`config.mk`:
```
export PLATFORM = sky130hd
export DESIGN_NAME = slc_front
export DESIGN_NICKNAME = d
export VERILOG_FILES = /design/src/hw/rtl/slc_pkg.sv /design/src/hw/rtl/slc_front.sv
export SDC_FILE = /design/constraint.sdc
export NUM_CORES = 1
export LEC_CHECK = 0
export BUFFER_PORTS_ARGS = -buffer_cell sky130_fd_sc_hd__clkbuf_2
export CAP_MARGIN = 5
export CORE_AREA = 2 2 73 75
export DETAILED_ROUTE_END_ITERATION = 10
export DIE_AREA = 0 0 75 77
export GPL_ROUTABILITY_DRIVEN = 0
export GPL_TIMING_DRIVEN = 0
export PLACE_DENSITY = 0.9
export SLEW_MARGIN = 15
export SYNTH_ARGS = -nofsm -noshare
export SYNTH_HDL_FRONTEND = slang
export SYNTH_SLANG_ARGS = --single-unit
```
`constraint.sdc`:
```
create_clock -name i_clk -period 1.8 [get_ports i_clk]
set_input_delay 0 -clock i_clk [delete_from_list [all_inputs] [get_ports i_clk]]
set_output_delay 0 -clock i_clk [all_outputs]
set_load 0.005 [all_outputs]
```
`src/hw/rtl/slc_pkg.sv`:
```
package slc_pkg;

    // Default sizing of the model stores
    localparam int MAX_CLASSES_DEF  = 8;
    localparam int MAX_FEATURES_DEF = 1024;

    // Width of the effective class count, enough for the largest class range
    localparam int NC_W = 5;

    // Depth of the command queue between front and back (power of two)
    localparam int Q_DEPTH = 4;

    // Configuration port
    localparam int CFG_IDX_W  = 1;
    localparam int CFG_DATA_W = 11;

    localparam logic [CFG_IDX_W-1:0] CFG_CLASS_COUNT   = 1'b0;
    localparam logic [CFG_IDX_W-1:0] CFG_FEATURE_COUNT = 1'b1;

    localparam logic [3:0]  CLASS_COUNT_RST   = 4'd2;
    localparam logic [10:0] FEATURE_COUNT_RST = 11'd1024;

    // Request codes, also used as command codes on the queue
    localparam logic [1:0] REQ_FEATURE = 2'd0;
    localparam logic [1:0] REQ_WEIGHT  = 2'd1;
    localparam logic [1:0] REQ_LABEL   = 2'd2;

    // Input beat
    typedef struct packed {
        logic [1:0]         req_type;
        logic [10:0]        feature_index;
        logic signed [31:0] feature_value;
        logic               is_last;
        logic [2:0]         class_index;
        logic signed [31:0] weight_value;
        logic signed [31:0] label_value;
    } t_req;

    // Result beat
    typedef struct packed {
        logic signed [31:0] predicted_label;
        logic [2:0]         predicted_class;
        logic signed [63:0] decision_score;
    } t_res;

    // Decoded command from front to back
    typedef struct packed {
        logic [1:0]  op;
        logic        add_en;
        logic        is_last;
        logic [10:0] index;
        logic [2:0]  cls;
        logic [31:0] data;
    } t_cmd;

    // Operating mode derived from configuration
    typedef struct packed {
        logic            binary;
        logic [NC_W-1:0] n_classes;
    } t_mode;

endpackage

```
`src/hw/rtl/slc_front.sv`:
```
module slc_front #(
    parameter int MAX_CLASSES  = slc_pkg::MAX_CLASSES_DEF,
    parameter int MAX_FEATURES = slc_pkg::MAX_FEATURES_DEF
) (
    input  logic                             i_clk,
    input  logic                             i_rst_n,
    input  logic                             i_cfg_valid,
    input  logic [slc_pkg::CFG_IDX_W-1:0]    i_cfg_index,
    input  logic [slc_pkg::CFG_DATA_W-1:0]   i_cfg_data,
    input  logic                             i_in_valid,
    input  slc_pkg::t_req                    i_in_data,
    output logic                             o_in_ready,
    input  logic                             i_q_ready,
    output logic                             o_q_push,
    output slc_pkg::t_cmd                    o_q_cmd,
    output slc_pkg::t_mode                   o_mode
);
    import slc_pkg::*;

    logic [3:0]  r_class_count;
    logic [10:0] r_feature_count;

    logic [31:0] fidx32;
    logic [31:0] cls32;
    logic [31:0] cc32;
    logic [31:0] nc32;
    logic        idx_ok;
    logic        cls_ok;
    logic        keep;

    // Hold the configuration registers
    always_ff @(posedge i_clk) begin
        if (!i_rst_n) begin
            r_class_count   <= CLASS_COUNT_RST;
            r_feature_count <= FEATURE_COUNT_RST;
        end else if (i_cfg_valid) begin
            unique case (i_cfg_index)
                CFG_CLASS_COUNT:   r_class_count   <= i_cfg_data[3:0];
                CFG_FEATURE_COUNT: r_feature_count <= i_cfg_data[10:0];
            endcase
        end
    end

    // Clamp the class count into the supported range
    always_comb begin
        cc32 = 32'(r_class_count);
        if (cc32 < 32'd2) begin
            nc32 = 32'd2;
        end else if (cc32 > 32'(MAX_CLASSES)) begin
            nc32 = 32'(MAX_CLASSES);
        end else begin
            nc32 = cc32;
        end
        o_mode.n_classes = NC_W'(nc32);
        o_mode.binary    = (nc32 == 32'd2);
    end

    // Classify the beat: decide whether it reaches the back end at all
    assign fidx32 = 32'(i_in_data.feature_index);
    assign cls32  = 32'(i_in_data.class_index);
    assign idx_ok = (fidx32 >= 32'd1) && (fidx32 <= 32'(MAX_FEATURES));
    assign cls_ok = cls32 < 32'(MAX_CLASSES);

    always_comb begin
        o_q_cmd.op      = i_in_data.req_type;
        o_q_cmd.is_last = i_in_data.is_last;
        o_q_cmd.index   = i_in_data.feature_index;
        o_q_cmd.cls     = i_in_data.class_index;
        o_q_cmd.add_en  = 1'b0;
        o_q_cmd.data    = i_in_data.feature_value;
        unique case (i_in_data.req_type)
            REQ_FEATURE: begin
                keep           = 1'b1;
                o_q_cmd.add_en = idx_ok && (i_in_data.feature_index <= r_feature_count);
            end
            REQ_WEIGHT: begin
                keep         = idx_ok && cls_ok;
                o_q_cmd.data = i_in_data.weight_value;
            end
            REQ_LABEL: begin
                keep         = cls_ok;
                o_q_cmd.data = i_in_data.label_value;
            end
            default: begin
                keep = 1'b0;
            end
        endcase
    end

    // Accept whenever the queue has room; drop beats that do nothing
    assign o_in_ready = i_q_ready;
    assign o_q_push   = i_in_valid && i_q_ready && keep;

endmodule

```
# Word-level counts from Yosys, hierarchy flattened
# Cells that the tools add are included.
[word_totals] output_inout_bits=58 register_bits=15 in_bits=130 wordCells=25
[classes] mux=5 magnitude_cmp=6 bitwise=1 eq_ne=3 reduce_logical=8
[ops] cell="$pmux 32 s2" count=1
[ops] cell="$eq 32x2->1 const B" count=1
[ops] cell="$ge 11x1->1 const B" count=1
[ops] cell="$le 11x11->1" count=1
[ops] cell="$le 11x11->1 const B" count=1
[ops] cell="$mux 4" count=2
[ops] cell="$logic_and 1x1->1" count=5
[ops] cell="$gt 4x4->1 const B" count=1
[ops] cell="$lt 3x4->1 const B" count=1
[ops] cell="$lt 4x2->1 const B" count=1
[ops] cell="$reduce_and 2->1" count=2
[ops] cell="$pmux 1 s3" count=1
[ops] cell="$eq 2x1->1 const B" count=1
[ops] cell="$eq 2x2->1 const B" count=1
[ops] cell="$logic_not 2->1" count=1
[ops] cell="$mux 1" count=1
[ops] cell="$not 1->1" count=1

# Depth between registers and ports, before layout
[depth] word_depth=5 ltp_mapped=7

# Least setup slack after synthesis
# No wires, ideal clock.
[synth_path] path_type="reg2out" from="reg r_feature_count[2]" to="out o_q_cmd[47] (netlist bit)" path_stages_with_launch=8 t_required_ns=1.800 n_path_buf=0 arrival_ns=1.245 slack_ns=0.555 path_cell_list="dfxtp_1 > inv_1 > ha_1 > a21oi_1 > o21ai_0 > a211oi_1 > o21ai_0 > a21oi_1"
[synth_rtl] item="start: declaration" line="slc_front.sv:21" text="logic [10:0] r_feature_count;"
[synth_rtl] item="start signal: assignment" line="slc_front.sv:39" text="CFG_FEATURE_COUNT: r_feature_count <= i_cfg_data[10:0];"
[synth_rtl] item="end: declaration" line="slc_front.sv:15" text="output slc_pkg::t_cmd o_q_cmd,"

==> summary.md <==
The run finished with clean final reports. Via count normalized by instance count: 4.90. The floorplan step set the die width to 75 µm. The top cell type by area accounts for 17.7% of the synthesized area. After clock tree synthesis, the clock-pin slew on the worst setup and hold paths is 0.06 ns. The flop and latch count out of synthesis works out to 15. For the final routed database, the setup TNS stands at 0 ns. The run gives 0 as the count of inserted antenna diode cells. Number of unique standard cell types used by synthesis: 27. The detailed-routing iteration count for the pre-antenna-repair pass is 4. The kind of critical path is reg2out.

The longest clock path from root to sink contains 2 buffers. The first global-routing pass estimated 10.0 mm of wire. The run gives 17.7% as the proportion of synthesized chip area in sequential cells. The level count of the clock H-tree is 1, and the final hold slack is 0.0136 ns. The total area inside the core boundary comes to 4980 µm². The run gives 1.80 ns as the endpoint required time on the critical path.

The cell count after synthesis came out at 254. For this design the top-level I/O count stands at 188. Static timing analysis puts the maximum clock frequency at 0.591 GHz. The logs give 0 for the total of max-cap violations and 34.1% for the effective utilization at floorplan.

Excluding fillers, the count of instances in the completed layout stands at 517. The die covers 5780 µm². Entering global routing, the biggest net connects 11 pins. The worst setup path is captured at an output port. Leaving out fill and tap cells, the most frequent cell in the layout is sky130_fd_sc_hd__clkbuf_2. The startpoint class of the critical path was a flip-flop. The number of rows created at floorplan came out at 26.

Subtracting the final worst setup slack from the clock period gives 1.69 ns. The net count after synthesis was 399; the total standard cell area after synthesis was 1700 µm². The tools report the worst setup slack after layout as 0.107 ns. Arrival time at the worst endpoint: 1.69 ns. Setup repair after global routing left no endpoint under its margin. For the final cell utilization of the core, the log shows 58.0%. Number of placed instances, taps included: 506.

The later pin in the worst-skew pair is clocked with a latency of 0.24 ns. TritonCTS built the clock tree. The slowest library cell on the worst path was sky130_fd_sc_hd__dfxtp_1.

By area the synthesized netlist is led by sky130_fd_sc_hd__dfxtp_1 (18%), sky130_fd_sc_hd__a22oi_1 (14%), sky130_fd_sc_hd__a21oi_1 (11%). For the number of global-route vias before repair, the log shows 2376. For the worst slew margin relative to its limit, the log shows 66.1%. The number of port buffers came out at 182. The critical path goes through inv_1, ha_1, nand2_2, nor3_4, a211oi_2, o21ai_1, a21oi_1, buf_2.

The routed wire length came out at 6.66 mm. Initial antenna violation count: 0. From bottom edge to top edge, the die measures 77 µm. Power spread over the standard cell area amounts to 448 nW/µm². Buffers added to address setup during post-CTS repair amount to 0.

Worst clock skew: 0 ns. The total overflow left after global routing is 0. The tools report the detailed placer's ending HPWL as 5.43 mm. The run gives 15 as the sink count of the clock tree.

Leaving out fill and tap cells, the most frequent cells in the layout are sky130_fd_sc_hd__clkbuf_2 (181), sky130_fd_sc_hd__a21oi_1 (37), sky130_fd_sc_hd__nor2_1 (34). Global routing used 21.6% of the available tracks across all layers. The min-delay analysis places its worst path in the category in2reg.

At the end of the flow, the number of nets in the layout was 593. At the pin with the least slew margin, the transition time is 0.508 ns. Clock tree synthesis selected as its root buffer the cell sky130_fd_sc_hd__clkbuf_8.

The highest cell delay on the worst timing path is 0.34 ns, and the count of endpoints failing hold in the final timing report is 0. Post-synthesis cell type with the largest combined area: sky130_fd_sc_hd__dfxtp_1. The detail route stage leaves a number of antenna-violating nets equal to 0.

The ratio of final minimum period to clock period works out to 94.0%. The total number of vias was 2533. For this design the static power due to leakage is 1.54 nW. For this block, the initial DRC count from the detailed router was 61.

The final number of setup-violating endpoints is 0, and the detail-routed net length per standard cell is 12.9 µm. The post-route netlist has 50.1% of its cells at a drive strength greater than 1. Yosys printed 0 warnings.

The TritonCTS buffer count was 3; the area growth from synthesis to layout was 70.2%. The logs give 0 for the number of pins exceeding their max-slew limit in the final report and 0 for the post-route DRC violation count. Across the VDD grid, the largest voltage drop is 0.000482 V.

The pre-CTS setup slack is 0.206 ns, and the highest net fanout along the worst path is 2. The post-synthesis average cell area came out at 6.68 µm².
## layout make-up
| cell class | instances | area, µm² |
|---|---|---|
| Timing Repair Buffer | 189 | 981 |
| Tap cell | 70 | 87.6 |
| Buffer | 38 | 221 |
| Multi-Input combinational cell | 187 | 1200 |
| Fill cell | 466 | 2090 |
| Clock buffer | 3 | 41.3 |
| Clock inverter | 1 | 5.00 |
| Inverter | 14 | 52.6 |
| Sequential cell | 15 | 303 |
## per-layer routing
| metal | global-route usage [%] | routed length [µm] | vias up |
|---|---|---|---|
| li1 | - | - | 1253 |
| met1 | 22.3 | 2400 | 1105 |
| met2 | 40.8 | 3500 | 157 |
| met3 | 4.86 | 601 | 18 |
| met4 | 7.68 | 155 | 0 |
| met5 | 0 | 0 | - |
## synth_stat cells (all sizes together)
library cell / n
a211oi: 3
o21ai: 4
clkbuf: 10
nand2b: 1
mux2i: 3
nand3: 3
a22oi: 32
a21boi: 10
nand2: 28
nor3: 2
nor4: 2
dfxtp: 15
nor2: 34
conb: 1
o211ai: 1
inv: 14
xor2: 1
and2: 1
ha: 15
buf: 28
nor3b: 1
a21oi: 39
nand4: 1
nor2b: 5
## what timing repair did
item	in CTS	in global routing
hold buffers	7	0
pin swaps	2	5
gates resized for setup	5	10
endpoints found under the setup margin	1	1
hold endpoints to repair	7	0
## registers in the layout, summed over array words and instances, names as in the netlist
| signal | flops |
|---|---|
| r_class_count | 4 |
| r_feature_count | 11 |
## path summary, 6_finish.rpt
check             slack, ns                  to               start  cells past startpoint
setup / recovery       0.11         o_q_cmd[47]  r_feature_count[6]                      8
hold reg to reg        0.46  r_feature_count[5]  r_feature_count[5]                      2
setup reg to reg       1.09    r_class_count[1]    r_class_count[1]                      4
hold / removal         0.01  r_feature_count[0]       i_cfg_data[0]                      3
## kinds of logic after synthesis
kind of cell / share of synthesized area [%]
AOI/OAI and AO/OA: 33.3
muxes: 1.77
xor gates and xnor gates: 0.516
adders and majority gates: 11.1
other: 0.221
buffers and inverters: 16.1
and+or+nand+nor: 19.3
DFF: 17.7
## critical path, delay by kind of cell, from the launching register on
kind | cells | cell delay (ns)
AOI/OAI and AO/OA | 3 | 0.45
DFF | 1 | 0.34
adders and majority gates | 1 | 0.30
buffers and inverters | 2 | 0.19
and+or+nand+nor | 2 | 0.16
## report_power, final
part           internal [mW]  total (mW)  switching (mW)
Combinational          0.345       0.670           0.324
Clock                  0.153       0.265           0.112
Sequential             0.349       0.360          0.0117
## metrics by stage
step	total power, mW	instance area, µm²
after detailed placement	0.992	2700
after global routing	1.40	2890
after CTS	1.29	2830
after global placement	0.971	2700
final	1.29	2890
after floorplan	0.666	1700
Power figures use the tool's default switching activity.
