## src/hw/rtl/slc_pkg.sv

```systemverilog
package slc_pkg;

    // Default sizing of the model stores
    localparam int MAX_CLASSES_DEF  = 8;
    localparam int MAX_FEATURES_DEF = 1024;

    // Width of the effective class count, enough for the largest class range
    localparam int NC_W = 5;

    // Depth of the command queue between front and back (power of two)
    localparam int Q_DEPTH = 4;

    // Configuration port
    localparam int CFG_IDX_W  = 1;
    localparam int CFG_DATA_W = 11;

    localparam logic [CFG_IDX_W-1:0] CFG_CLASS_COUNT   = 1'b0;
    localparam logic [CFG_IDX_W-1:0] CFG_FEATURE_COUNT = 1'b1;

    localparam logic [3:0]  CLASS_COUNT_RST   = 4'd2;
    localparam logic [10:0] FEATURE_COUNT_RST = 11'd1024;

    // Request codes, also used as command codes on the queue
    localparam logic [1:0] REQ_FEATURE = 2'd0;
    localparam logic [1:0] REQ_WEIGHT  = 2'd1;
    localparam logic [1:0] REQ_LABEL   = 2'd2;

    // Input beat
    typedef struct packed {
        logic [1:0]         req_type;
        logic [10:0]        feature_index;
        logic signed [31:0] feature_value;
        logic               is_last;
        logic [2:0]         class_index;
        logic signed [31:0] weight_value;
        logic signed [31:0] label_value;
    } t_req;

    // Result beat
    typedef struct packed {
        logic signed [31:0] predicted_label;
        logic [2:0]         predicted_class;
        logic signed [63:0] decision_score;
    } t_res;

    // Decoded command from front to back
    typedef struct packed {
        logic [1:0]  op;
        logic        add_en;
        logic        is_last;
        logic [10:0] index;
        logic [2:0]  cls;
        logic [31:0] data;
    } t_cmd;

    // Operating mode derived from configuration
    typedef struct packed {
        logic            binary;
        logic [NC_W-1:0] n_classes;
    } t_mode;

endpackage

```

## src/hw/rtl/slc_queue.sv

```systemverilog
module slc_queue (
    input  logic          i_clk,
    input  logic          i_rst_n,
    input  logic          i_push,
    input  slc_pkg::t_cmd i_cmd,
    output logic          o_ready,
    output logic          o_valid,
    output slc_pkg::t_cmd o_cmd,
    input  logic          i_pop
);
    import slc_pkg::*;

    localparam int PW = $clog2(Q_DEPTH);

    t_cmd          r_buf [Q_DEPTH];
    logic [PW-1:0] r_wp;
    logic [PW-1:0] r_rp;
    logic [PW:0]   r_cnt;

    logic do_push;
    logic do_pop;

    assign o_ready = (r_cnt != (PW+1)'(Q_DEPTH));
    assign o_valid = (r_cnt != '0);
    assign o_cmd   = r_buf[r_rp];

    assign do_push = i_push && o_ready;
    assign do_pop  = i_pop && o_valid;

    // Store the incoming beat
    always_ff @(posedge i_clk) begin
        if (do_push) begin
            r_buf[r_wp] <= i_cmd;
        end
    end

    // Advance pointers; they wrap naturally as the depth is a power of two
    always_ff @(posedge i_clk) begin
        if (!i_rst_n) begin
            r_wp  <= '0;
            r_rp  <= '0;
            r_cnt <= '0;
        end else begin
            if (do_push) begin
                r_wp <= r_wp + PW'(1);
            end
            if (do_pop) begin
                r_rp <= r_rp + PW'(1);
            end
            if (do_push && !do_pop) begin
                r_cnt <= r_cnt + (PW+1)'(1);
            end else if (do_pop && !do_push) begin
                r_cnt <= r_cnt - (PW+1)'(1);
            end
        end
    end

endmodule

```

## config.mk

```make
export PLATFORM = sky130hd
export DESIGN_NAME = slc_queue
export DESIGN_NICKNAME = d
export VERILOG_FILES = /design/src/hw/rtl/slc_pkg.sv /design/src/hw/rtl/slc_queue.sv
export SDC_FILE = /design/constraint.sdc
export NUM_CORES = 1
export LEC_CHECK = 0
export BUFFER_PORTS_ARGS = -buffer_cell sky130_fd_sc_hd__buf_2
export CORE_ASPECT_RATIO = 0.7
export CORE_UTILIZATION = 30
export DETAILED_ROUTE_END_ITERATION = 16
export PLACE_DENSITY = 0.44
export SYNTH_ARGS = -nofsm -noshare
export SYNTH_HDL_FRONTEND = slang
export SYNTH_SLANG_ARGS = --single-unit
```

## constraint.sdc

```tcl
create_clock -name i_clk -period 7.6 [get_ports i_clk]
set_clock_uncertainty 0.2 [all_clocks]
set_input_delay 0.38 -clock i_clk [delete_from_list [all_inputs] [get_ports i_clk]]
set_output_delay 0.38 -clock i_clk [all_outputs]
set_load 0.02 [all_outputs]
```

======== Word level (Yosys, flattened, before mapping) ========
Memories as Yosys holds them, arrays and structs flattened. A register that Yosys moved wholly into a read port is not among the register bits.
Index checks and enable logic that the tools add are counted.
storage, ports and cells
  register bits after elaboration ......... 7
  RAM bits ................................ 200
  input bits .............................. 54
  output and inout bits ................... 52
  word-level logic and storage cells ...... 23
  memories ................................ 1
memory list
  name   words  width  rd ports  clocked after memory_dff  write ports  RTL line         text
  r_buf  4      50     1         1                         1            slc_queue.sv:15  t_cmd r_buf [Q_DEPTH];
cells by class
  add/subtract/negate cells ............... 4
  equality and inequality tests ........... 1
  mux-type cells .......................... 6
  reductions and logical operators ........ 8
operator list
  operator                                                            number
  3-bit two-way mux                                                   2
  2-bit by 1-bit adder with 2-bit output, second input constant       2
  1-bit logical AND                                                   4
  2-bit two-way mux                                                   2
  3-bit by 1-bit adder with 3-bit output, second input constant       1
  3-bit inequality test, second input constant                        1
  3-bit nonzero test                                                  1
  3-bit by 1-bit subtractor with 3-bit output, second input constant  1
  1-bit logical NOT                                                   2
  1-bit two-way mux                                                   2
  2-bit nonzero test                                                  1

======== Longest topological paths before layout ========
Gate-level depths: netlist of the first run.
  depth after elaboration ................. 6
  depth in mapped cells ................... 8
  depth with buffers taken out ............ 8

======== Least setup slack after synthesis of the first run ========
No wires, ideal clock.
  path kind ............................... register -> register
  from .................................... register r_cnt[0]
  to ...................................... memory r_buf[0][0] in the netlist's numbering (enable)
  library setup time ...................... 413 ps
  arrival ................................. 2091 ps
  required time ........................... 6987 ps
  setup slack ............................. 4896 ps
  cell stages (with the launch flop) ...... 4
  path buffers ............................ 0
  period minus slack after synthesis ...... 2704 ps
  cells stage by stage .................... dfxtp_1 > nor2_1 > a21boi_2 > and2_1
between the ends
  longest elaborated chain between the ends .. 4
ends and longest elaborated chain
  item                                     RTL line         text
  start: declaration                       slc_queue.sv:18  logic [PW:0] r_cnt;
  start signal: assignment                 slc_queue.sv:51  r_cnt <= r_cnt + (PW+1)'(1);
  start signal: assignment                 slc_queue.sv:53  r_cnt <= r_cnt - (PW+1)'(1);
  3-bit inequality test                    slc_queue.sv:23  assign o_ready = (r_cnt != (PW+1)'(Q_DEPTH));
  1-bit logical AND                        slc_queue.sv:27  assign do_push = i_push && o_ready;
  net do_push                              slc_queue.sv:20  logic do_push;
  1-bit two-way mux                        slc_queue.sv:32  if (do_push) begin
  1-bit two-way mux (implied by the code)  slc_queue.sv:33  r_buf[r_wp] <= i_cmd;
  end: declaration                         slc_queue.sv:15
The timed path passes the listed nets, and every way through them passes these cells.

==> results of run 1 <==
==> cells by family (layout without fill, tap and decap cells) <==
logic type               Yosys count  after routing  synth area share [%]
AO/OA/AOI/OAI                      5              5                0.7893
XOR/XNOR                           4              4                0.4511
adder cells (fa/ha/maj)            6              6                 1.063
buffers and inverters             16            202                 1.997
flip-flops                       209            209                 79.64
multiplexers                      53             53                 14.88
AND/OR/NAND/NOR                   17             17                 1.176
==> per-stage QoR <==
stage               hold WS (ns)  util [%]  instances  total power, mW
finish                    0.1135     39.30        821            3.334
global route              0.1317     39.30        821            3.492
CTS                      0.09100     39.30        821            3.395
detailed placement        0.3003     34.38        733            2.310
global placement          0.2908     34.38        733            2.302
floorplan                 0.2677         -        310            2.086
==> power by group through the flow <==
| stage | Sequential [mW] | Clock, mW | Combinational, mW |
|---|---|---|---|
| 2_1_floorplan | 1.46 | 0 | 0.630 |
| 3_3_place_gp | 1.46 | 0 | 0.842 |
| 3_5_place_dp | 1.47 | 0 | 0.843 |
| 4_1_cts | 1.44 | 1.08 | 0.867 |
| 5_1_grt | 1.45 | 1.13 | 0.911 |
| 6_report | 1.44 | 1.05 | 0.840 |
==> registers in the layout, summed over array words and instances, names as in the netlist, named ones only <==
register	cells
r_buf	200
r_cnt	3
r_rp	2
r_wp	2
==> final timing paths <==
path | endpoint | slack, ns
setup reg to reg | r_buf[3][28] | 4.95
hold reg to reg | r_wp[1] | 0.31
hold / removal | r_rp[0] | 0.11
setup / recovery | o_cmd[7] | 4.50
==> Yosys cell counts, types with 2 or more instances <==
cell / instances
sky130_fd_sc_hd__dfxtp_1: 9
sky130_fd_sc_hd__inv_1: 3
sky130_fd_sc_hd__or3_1: 2
sky130_fd_sc_hd__nand2_1: 5
sky130_fd_sc_hd__buf_2: 5
sky130_fd_sc_hd__mux2i_1: 3
sky130_fd_sc_hd__edfxtp_1: 200
sky130_fd_sc_hd__mux4_2: 50
sky130_fd_sc_hd__and2_1: 8
sky130_fd_sc_hd__ha_1: 5
sky130_fd_sc_hd__xnor2_1: 3
sky130_fd_sc_hd__buf_12: 5
==> metal layers <==
layer | global-route usage (%) | part of all wire [%] | vias up
met5 | 0 | 0 | -
met4 | 2.646 | 1.5 | 0
met3 | 3.672 | 5.3 | 22
met2 | 19.52 | 48 | 83
met1 | 15.27 | 45 | 1943
li1 | - | - | 1649
==> cell type report <==
type | instances | area share, %
tap | 325 | 4.132
clock buffer | 31 | 7.018
multi-input combinational | 85 | 14.54
clock inverter | 6 | 0.3051
inverter | 3 | 0.1144
sequential | 209 | 62.90
timing repair buffer | 162 | 10.98
==> critical path: stages (launching register included) <==
cell and delay, ns:
sky130_fd_sc_hd__dfxtp_4 0.33, sky130_fd_sc_hd__buf_4 0.81, sky130_fd_sc_hd__mux4_2 0.66, sky130_fd_sc_hd__buf_2 0.19
==> impl_summary.md, run 1 <==
Setup path
The worst reg2reg path startpoint is r_cnt[0]. The worst setup path category is flip-flop to output pin. The required time at the endpoint of the critical path is 7.02 ns. The nature of the critical path endpoint is an output pin. Along the worst path, the maximum fanout reaches 50.

The worst-case reg-to-reg path depth is 4. At the worst endpoint, the arrival time is roughly 2.5 ns. The worst setup path is launched from a flip-flop.

Synthesis
The most used flip-flop cell after synthesis is sky130_fd_sc_hd__edfxtp_1. The register bit count reported by yosys is around 210. The synthesized netlist cell count is 310. The number of enable-type register cells in the synthesized netlist is 200. Of the synthesized area, sequential elements account for roughly 80%. The async set or reset register ratio after synthesis is 0%. The number of nets handed over by synthesis was between 300 and 400. The mean cell area of the mapped netlist is about 25 um^2. In this run the biggest area consumer among cell types represents between 70% and 80% of the synthesized area. The cell accounting for the most synthesized area is sky130_fd_sc_hd__edfxtp_1.

Yosys attributes the largest share of cell area to sky130_fd_sc_hd__edfxtp_1 (77%), sky130_fd_sc_hd__mux4_2 (14%), sky130_fd_sc_hd__dfxtp_1 (2.3%). The unique cell type count in the Yosys netlist is 24. Yosys printed 0 warnings. The mapped cell area is between 7000 and 8000 um^2.

Timing
The count of endpoints failing hold in the final timing report is 0. Static timing analysis puts the maximum clock frequency at between 0.3 and 0.4 GHz. The final-report max-slew violation count is 0. The final worst setup slack is ~4.5 ns. Setup total negative slack on the finished layout was measured at 0 ns.

At the pin with the least slew margin, the transition time is ~1.1 ns. The headroom to the max-slew limit is 29.12%. Setup repair after global routing left no endpoint under its margin. The final critical-path required period is slightly above 3 ns. The post-route clock period utilization is 40.77%. The final setup violation count is 0.

Floorplanning
In this run the standard cell core region covers around 25000 um^2. The number of core rows is 48. The chip width is between 150 and 200 um. The die is approximately 140 um tall. The I/O pin total is ~110. The die area is between 20000 and 30000 um^2.

The starting density of the core is between 30% and 40%.

Detailed routing
The total DRC errors in the routed layout is 0. Before antenna repair, the detailed router went through 4 iterations. Dividing the detail-routed wire length by the instance count gives 18.53 um. The initial detailed-routing violation count is 175. The count of nets left with antenna violations once routing finished came out at 0. The via count is about 3700. Summed over all layers, the routed wires come to approximately 15000 um. Using the TritonRoute via totals, the vias-per-cell ratio works out to 4.503.

Global route
The initial antenna violation count was 0. The first global-routing pass estimated 23210 um of wire. Entering global routing, the biggest net connects 51 pins. The via count of the first global-routing pass came to 4001. The residual overflow from global routing is 0. The global-route usage over all layers is a little under an eighth.

Cells and area
The number of fill cells in the layout is ~2300. The top cell types in the final layout, fill and taps aside, are sky130_fd_sc_hd__edfxtp_1 (200), sky130_fd_sc_hd__buf_2 (105), sky130_fd_sc_hd__dlygate4sd3_1 (51). The area added between synthesis and finish is 26.71%.

The most common cell after layout, fill and taps aside is sky130_fd_sc_hd__edfxtp_1. In the final layout, the share of cells above drive strength 1 is 40.32%. The number of antenna diodes is 0. Summing all non-filler instances in the final layout gives an area of a little under 10000 um^2. Registers take roughly 6200 um^2. The net count of the finished layout is roughly 540. In the final layout, the multi-input gates occupy roughly 1400 um^2.

Clocking
The number of sinks on the clock net is about 210. The clock latency of the later-clocked register in the worst-skew pair is around 0.5 ns. Gates resized during post-CTS repair numbered 0. The buffer count from post-CTS setup fixing is 0. The total clock buffers created by CTS is 22.

TritonCTS built the clock tree. No sink is reached through more buffers than the 3 on the longest clock path. The CTS root buffer is sky130_fd_sc_hd__clkbuf_16. Hold repair after CTS inserted 51 buffers.

The clock-pin slew reported for the worst setup and hold paths after clock tree synthesis is 0.06 ns. The H-tree depth is 1.

Placed design
Summing all placed instances gives a cell area of approximately 8600 um^2. Prior to clock tree synthesis, the placed netlist has a worst setup slack of between 4 and 5 ns. The final estimated routing congestion in global placement is a little under 0.7. The detailed placer's ending HPWL is 8221 um. The number of buffers added on ports is roughly 110.

Hold path
The worst hold path was traced through 4 stages. The path class of the tightest hold or removal check is input port to flip-flop. The startpoint identified for the worst hold timing path is i_pop.

Pwr
The internal cell power is 2.388 mW. The power dissipated by switching net loads is roughly 0.95 mW. Registers are responsible for a little over two fifths of the overall power. The power share of the clock group is between 30% and 40%.

In this run, the combinational gates consume between 20% and 30% of the power. In this run the power density over the cells is 338.7 nW/um^2. The largest voltage drop on the vdd net is a little under 0.2 mV. In this run the static leakage power is around 3.3 nW.

Net switching is 28.36% of the power.

Run
The max capacitance violation total is 0.

Status
The run finished with clean final reports.
(Power assumes the default switching activity.)
==> inputs of run 2 (changes only) <==
--- a/config.mk
+++ b/config.mk
@@ -9,7 +9,7 @@
 export CORE_ASPECT_RATIO = 0.7
 export CORE_UTILIZATION = 30
 export DETAILED_ROUTE_END_ITERATION = 16
-export PLACE_DENSITY = 0.44
+export PLACE_DENSITY = 0.46
 export SYNTH_ARGS = -nofsm -noshare
 export SYNTH_HDL_FRONTEND = slang
 export SYNTH_SLANG_ARGS = --single-unit
==> constraint.sdc (replaced) <==
create_clock -name i_clk -period 2.8 [get_ports i_clk]
set_clock_uncertainty 0.2 [all_clocks]
set_input_delay 0.14 -clock i_clk [delete_from_list [all_inputs] [get_ports i_clk]]
set_output_delay 0.14 -clock i_clk [all_outputs]
set_load 0.02 [all_outputs]
==> impl_summary.md, run 2 (synthesis results as in run 1) <==
Status
Result of the run: finished, final reports clean (unchanged).

Global route
The via count of the first global-routing pass is 4182 (was 4001). The global-route wire length before repair is 23910 um (was 23210 um). The initial antenna violation count was 0 (unchanged). The global-route usage over all layers is 12.05% (was 11.79%). The residual overflow from global routing came to 0 (unchanged). The pin count of the biggest net entering global routing is 44 (was 51).

Detailed routing
The detailed-route wire length per cell came to 18.50 um (was 18.53 um). The number of nets with antenna violations after routing is 0 (unchanged). The via-per-instance ratio came to 4.476 (was 4.503). The first-pass detailed-route iteration total was 4 (unchanged). The total DRC errors in the routed layout is 0 (unchanged). The total routed wirelength is 15360 um (was 15210 um). The via count is 3715 (was 3697). The initial detailed-routing violation count is 187 (was 175).

Timing
Unrepaired setup endpoints after global routing: no (unchanged). The final setup violation count is 0 (unchanged). The final-report max-slew violation count is 0 (unchanged). After layout, the minimum clock period comes to 2.491 ns. Derived from the worst setup path, the maximum achievable clock frequency is around 0.40 GHz.

The post-route clock period utilization is approximately nine tenths. The aggregate negative setup slack came to 0 ns (unchanged). The headroom to the max-slew limit is 67.96% (was 29.12%). The measured slew at the worst slew-check pin is 0.4806 ns (was 1.063 ns). The post-route worst hold slack is 0.2045 ns (was 0.1135 ns). The count of endpoints failing hold in the final timing report came to 0 (unchanged).

Setup path
The stage delay of the slowest cell on the critical path was 0.60 ns (was 0.81 ns). The maximum fanout along the worst path is 18 (was 50). Series of cell instances along the critical path: buf_4, mux4_2, buf_2 (unchanged). The required time at the endpoint of the critical path is 2.46 ns (was 7.02 ns).

The worst setup path category is flip-flop to output pin (unchanged). The nature of the critical path endpoint was an output pin (unchanged). The top cell family by delay on the critical path was flip-flops (was buffers and inverters). The combined buffer and inverter count along the critical path was 2 (unchanged). The cell at the slowest stage of the critical path is sky130_fd_sc_hd__dfxtp_4 (was sky130_fd_sc_hd__buf_4). The worst-case reg-to-reg path depth is 8 (was 4). The critical path arrival was 2.15 ns (was 2.52 ns). The logic depth of the worst path, buffers included is 3 (unchanged). The startpoint type of the worst setup path is a flip-flop (unchanged).

Cells and area
The number of fill cells in the layout is 2290 (was 2286). The combined area of the multi-input logic cells is 1431 um^2 (unchanged). The area added between synthesis and finish is 27.43% (was 26.71%). Top library cells by usage in the layout, fill and taps aside: sky130_fd_sc_hd__edfxtp_1 (200), sky130_fd_sc_hd__buf_2 (105), sky130_fd_sc_hd__dlygate4sd3_1 (54) (was sky130_fd_sc_hd__edfxtp_1 (200), sky130_fd_sc_hd__buf_2 (105), sky130_fd_sc_hd__dlygate4sd3_1 (51)). The number of flip-flops under the largest register name was 200 (unchanged).

The register bank with the most flops is r_buf (unchanged). The area of all sequential standard cells was 6191 um^2 (unchanged). Leading registers by flop count: r_buf (200), r_cnt (3) (unchanged).

The number of antenna diodes is 0 (unchanged). The final design instance area without fill is 9898 um^2 (was 9842 um^2). The layout net count came to 551 (was 543).

The most common cell after layout, fill and taps aside is sky130_fd_sc_hd__edfxtp_1 (unchanged). The fraction of layout instances using a drive strength above 1 is 40.59% (was 40.32%).

Clocking
The number of gates resized after CTS is 0 (unchanged). The clock-pin slew reported for the worst setup and hold paths after clock tree synthesis was 0.06 ns (about the same). The clock latency of the later-clocked register in the worst-skew pair is 0.48 ns (was 0.51 ns). The number of sinks on the clock net is 209 (unchanged). The CTS root buffer is sky130_fd_sc_hd__clkbuf_16 (unchanged).

The number of buffers inserted for hold repair after clock tree synthesis was 54 (was 51). The H-tree depth is 1 (unchanged). The buffer count from post-CTS setup fixing is 0 (unchanged). The TritonCTS clock tree is built (unchanged). The largest buffer count on any clock path is 3 (unchanged). The total clock buffers created by CTS is 21 (was 22).

Hold path
The number of cells on the worst hold path is 2 (was 4). The worst min-delay path class is input port to flip-flop (unchanged).

Floorplanning
The number of core rows is 48 (unchanged). The vertical extent of the die is 136.6 um (unchanged). The starting density of the core is 31.02% (unchanged).

The I/O pin total came to 106 (unchanged). The chip width is 194.3 um (unchanged). The die area is 26550 um^2 (unchanged). The area of the core is 25040 um^2 (unchanged).

Pwr
The switching fraction of total power is 28.42% (was 28.36%). The power dissipated by switching net loads is 2.531 mW (was 0.9453 mW). The power share of the clock group came to 29.6% (was 31.6%).

The power share of the combinational group came to 25.7% (was 25.2%). The internal cell power came to 6.372 mW (was 2.388 mW). The total chip power is 8.903 mW (was 3.334 mW). The sequential cell fraction of total power is 44.8% (was 43.2%). The power per standard cell area came to 899.4 nW/um^2 (was 338.7 nW/um^2).

The largest voltage drop on the vdd net is 0.4583 mV (was 0.1921 mV). The cell leakage power is 3.342 nW (was 3.318 nW).

Placed design
The detailed placer's ending HPWL came to 9063 um (was 8221 um). The number of buffers added on ports was 105 (unchanged). The total cell area at the placement stage came to 8706 um^2 (was 8611 um^2).

The final estimated routing congestion in global placement is 0.6822 (was 0.6881).

Run
The max capacitance violation total was 0 (unchanged).
[run 2: worst register-to-register path, cell delays in order (launching register included)]
cell and delay (ns):
sky130_fd_sc_hd__dfxtp_1 0.50, sky130_fd_sc_hd__nor2_1 0.11, sky130_fd_sc_hd__a21boi_2 0.19, sky130_fd_sc_hd__ha_1 0.21, sky130_fd_sc_hd__inv_1 0.06, sky130_fd_sc_hd__fa_1 0.38
sky130_fd_sc_hd__xor2_1 0.18, sky130_fd_sc_hd__or3_1 0.30, sky130_fd_sc_hd__a21boi_0 0.17
[run 2: path summary, 6_finish.rpt]
path,from,slack (ns),endpoint
worst min register to register,r_wp[1],0.30,r_wp[1]
worst min-delay path,i_cmd[22],0.20,r_buf[2][22]
worst max register to register,r_cnt[0],0.43,r_cnt[2]
worst max-delay path,flip-flop,0.31,o_cmd[2]
[run 2: power groups by stage]
stage | clock network, mW | logic (mW) | registers, mW
detailed placement | 0 | 2.28 | 4.06
global route | 2.84 | 2.47 | 4.03
global placement | 0 | 2.28 | 4.04
CTS | 2.74 | 2.36 | 4.00
finish | 2.63 | 2.28 | 3.98
floorplan | 0 | 1.71 | 3.95
[run 2: layout make-up]
class,instances,share of cell area [%]
multi-input combinational,85,14.46
inverter,3,0.1138
tap,325,4.108
timing repair buffer,171,12.19
clock inverter,2,0.1390
sequential,209,62.55
clock buffer,35,6.447
[run 2: per-stage QoR]
stage / worst slack [ns] / instances / utilization (%)
final: 0.3085 / 830 / 39.52
after global routing: 0.1560 / 830 / 39.52
after CTS: 0.2137 / 830 / 39.52
after detailed placement: 0.4146 / 739 / 34.76
after global placement: 0.5418 / 739 / 34.76
after floorplan: 0.09601 / 310 / -
[run 2: metal layers]
metal  share of wire [%]  vias up  global-route usage, %
met4                 2.3        0                  3.219
met2                  48       90                  20.42
met3                 5.3       28                  3.056
met1                  45     1930                  15.49
li1                    -     1667                      -
met5                   0        -                      0
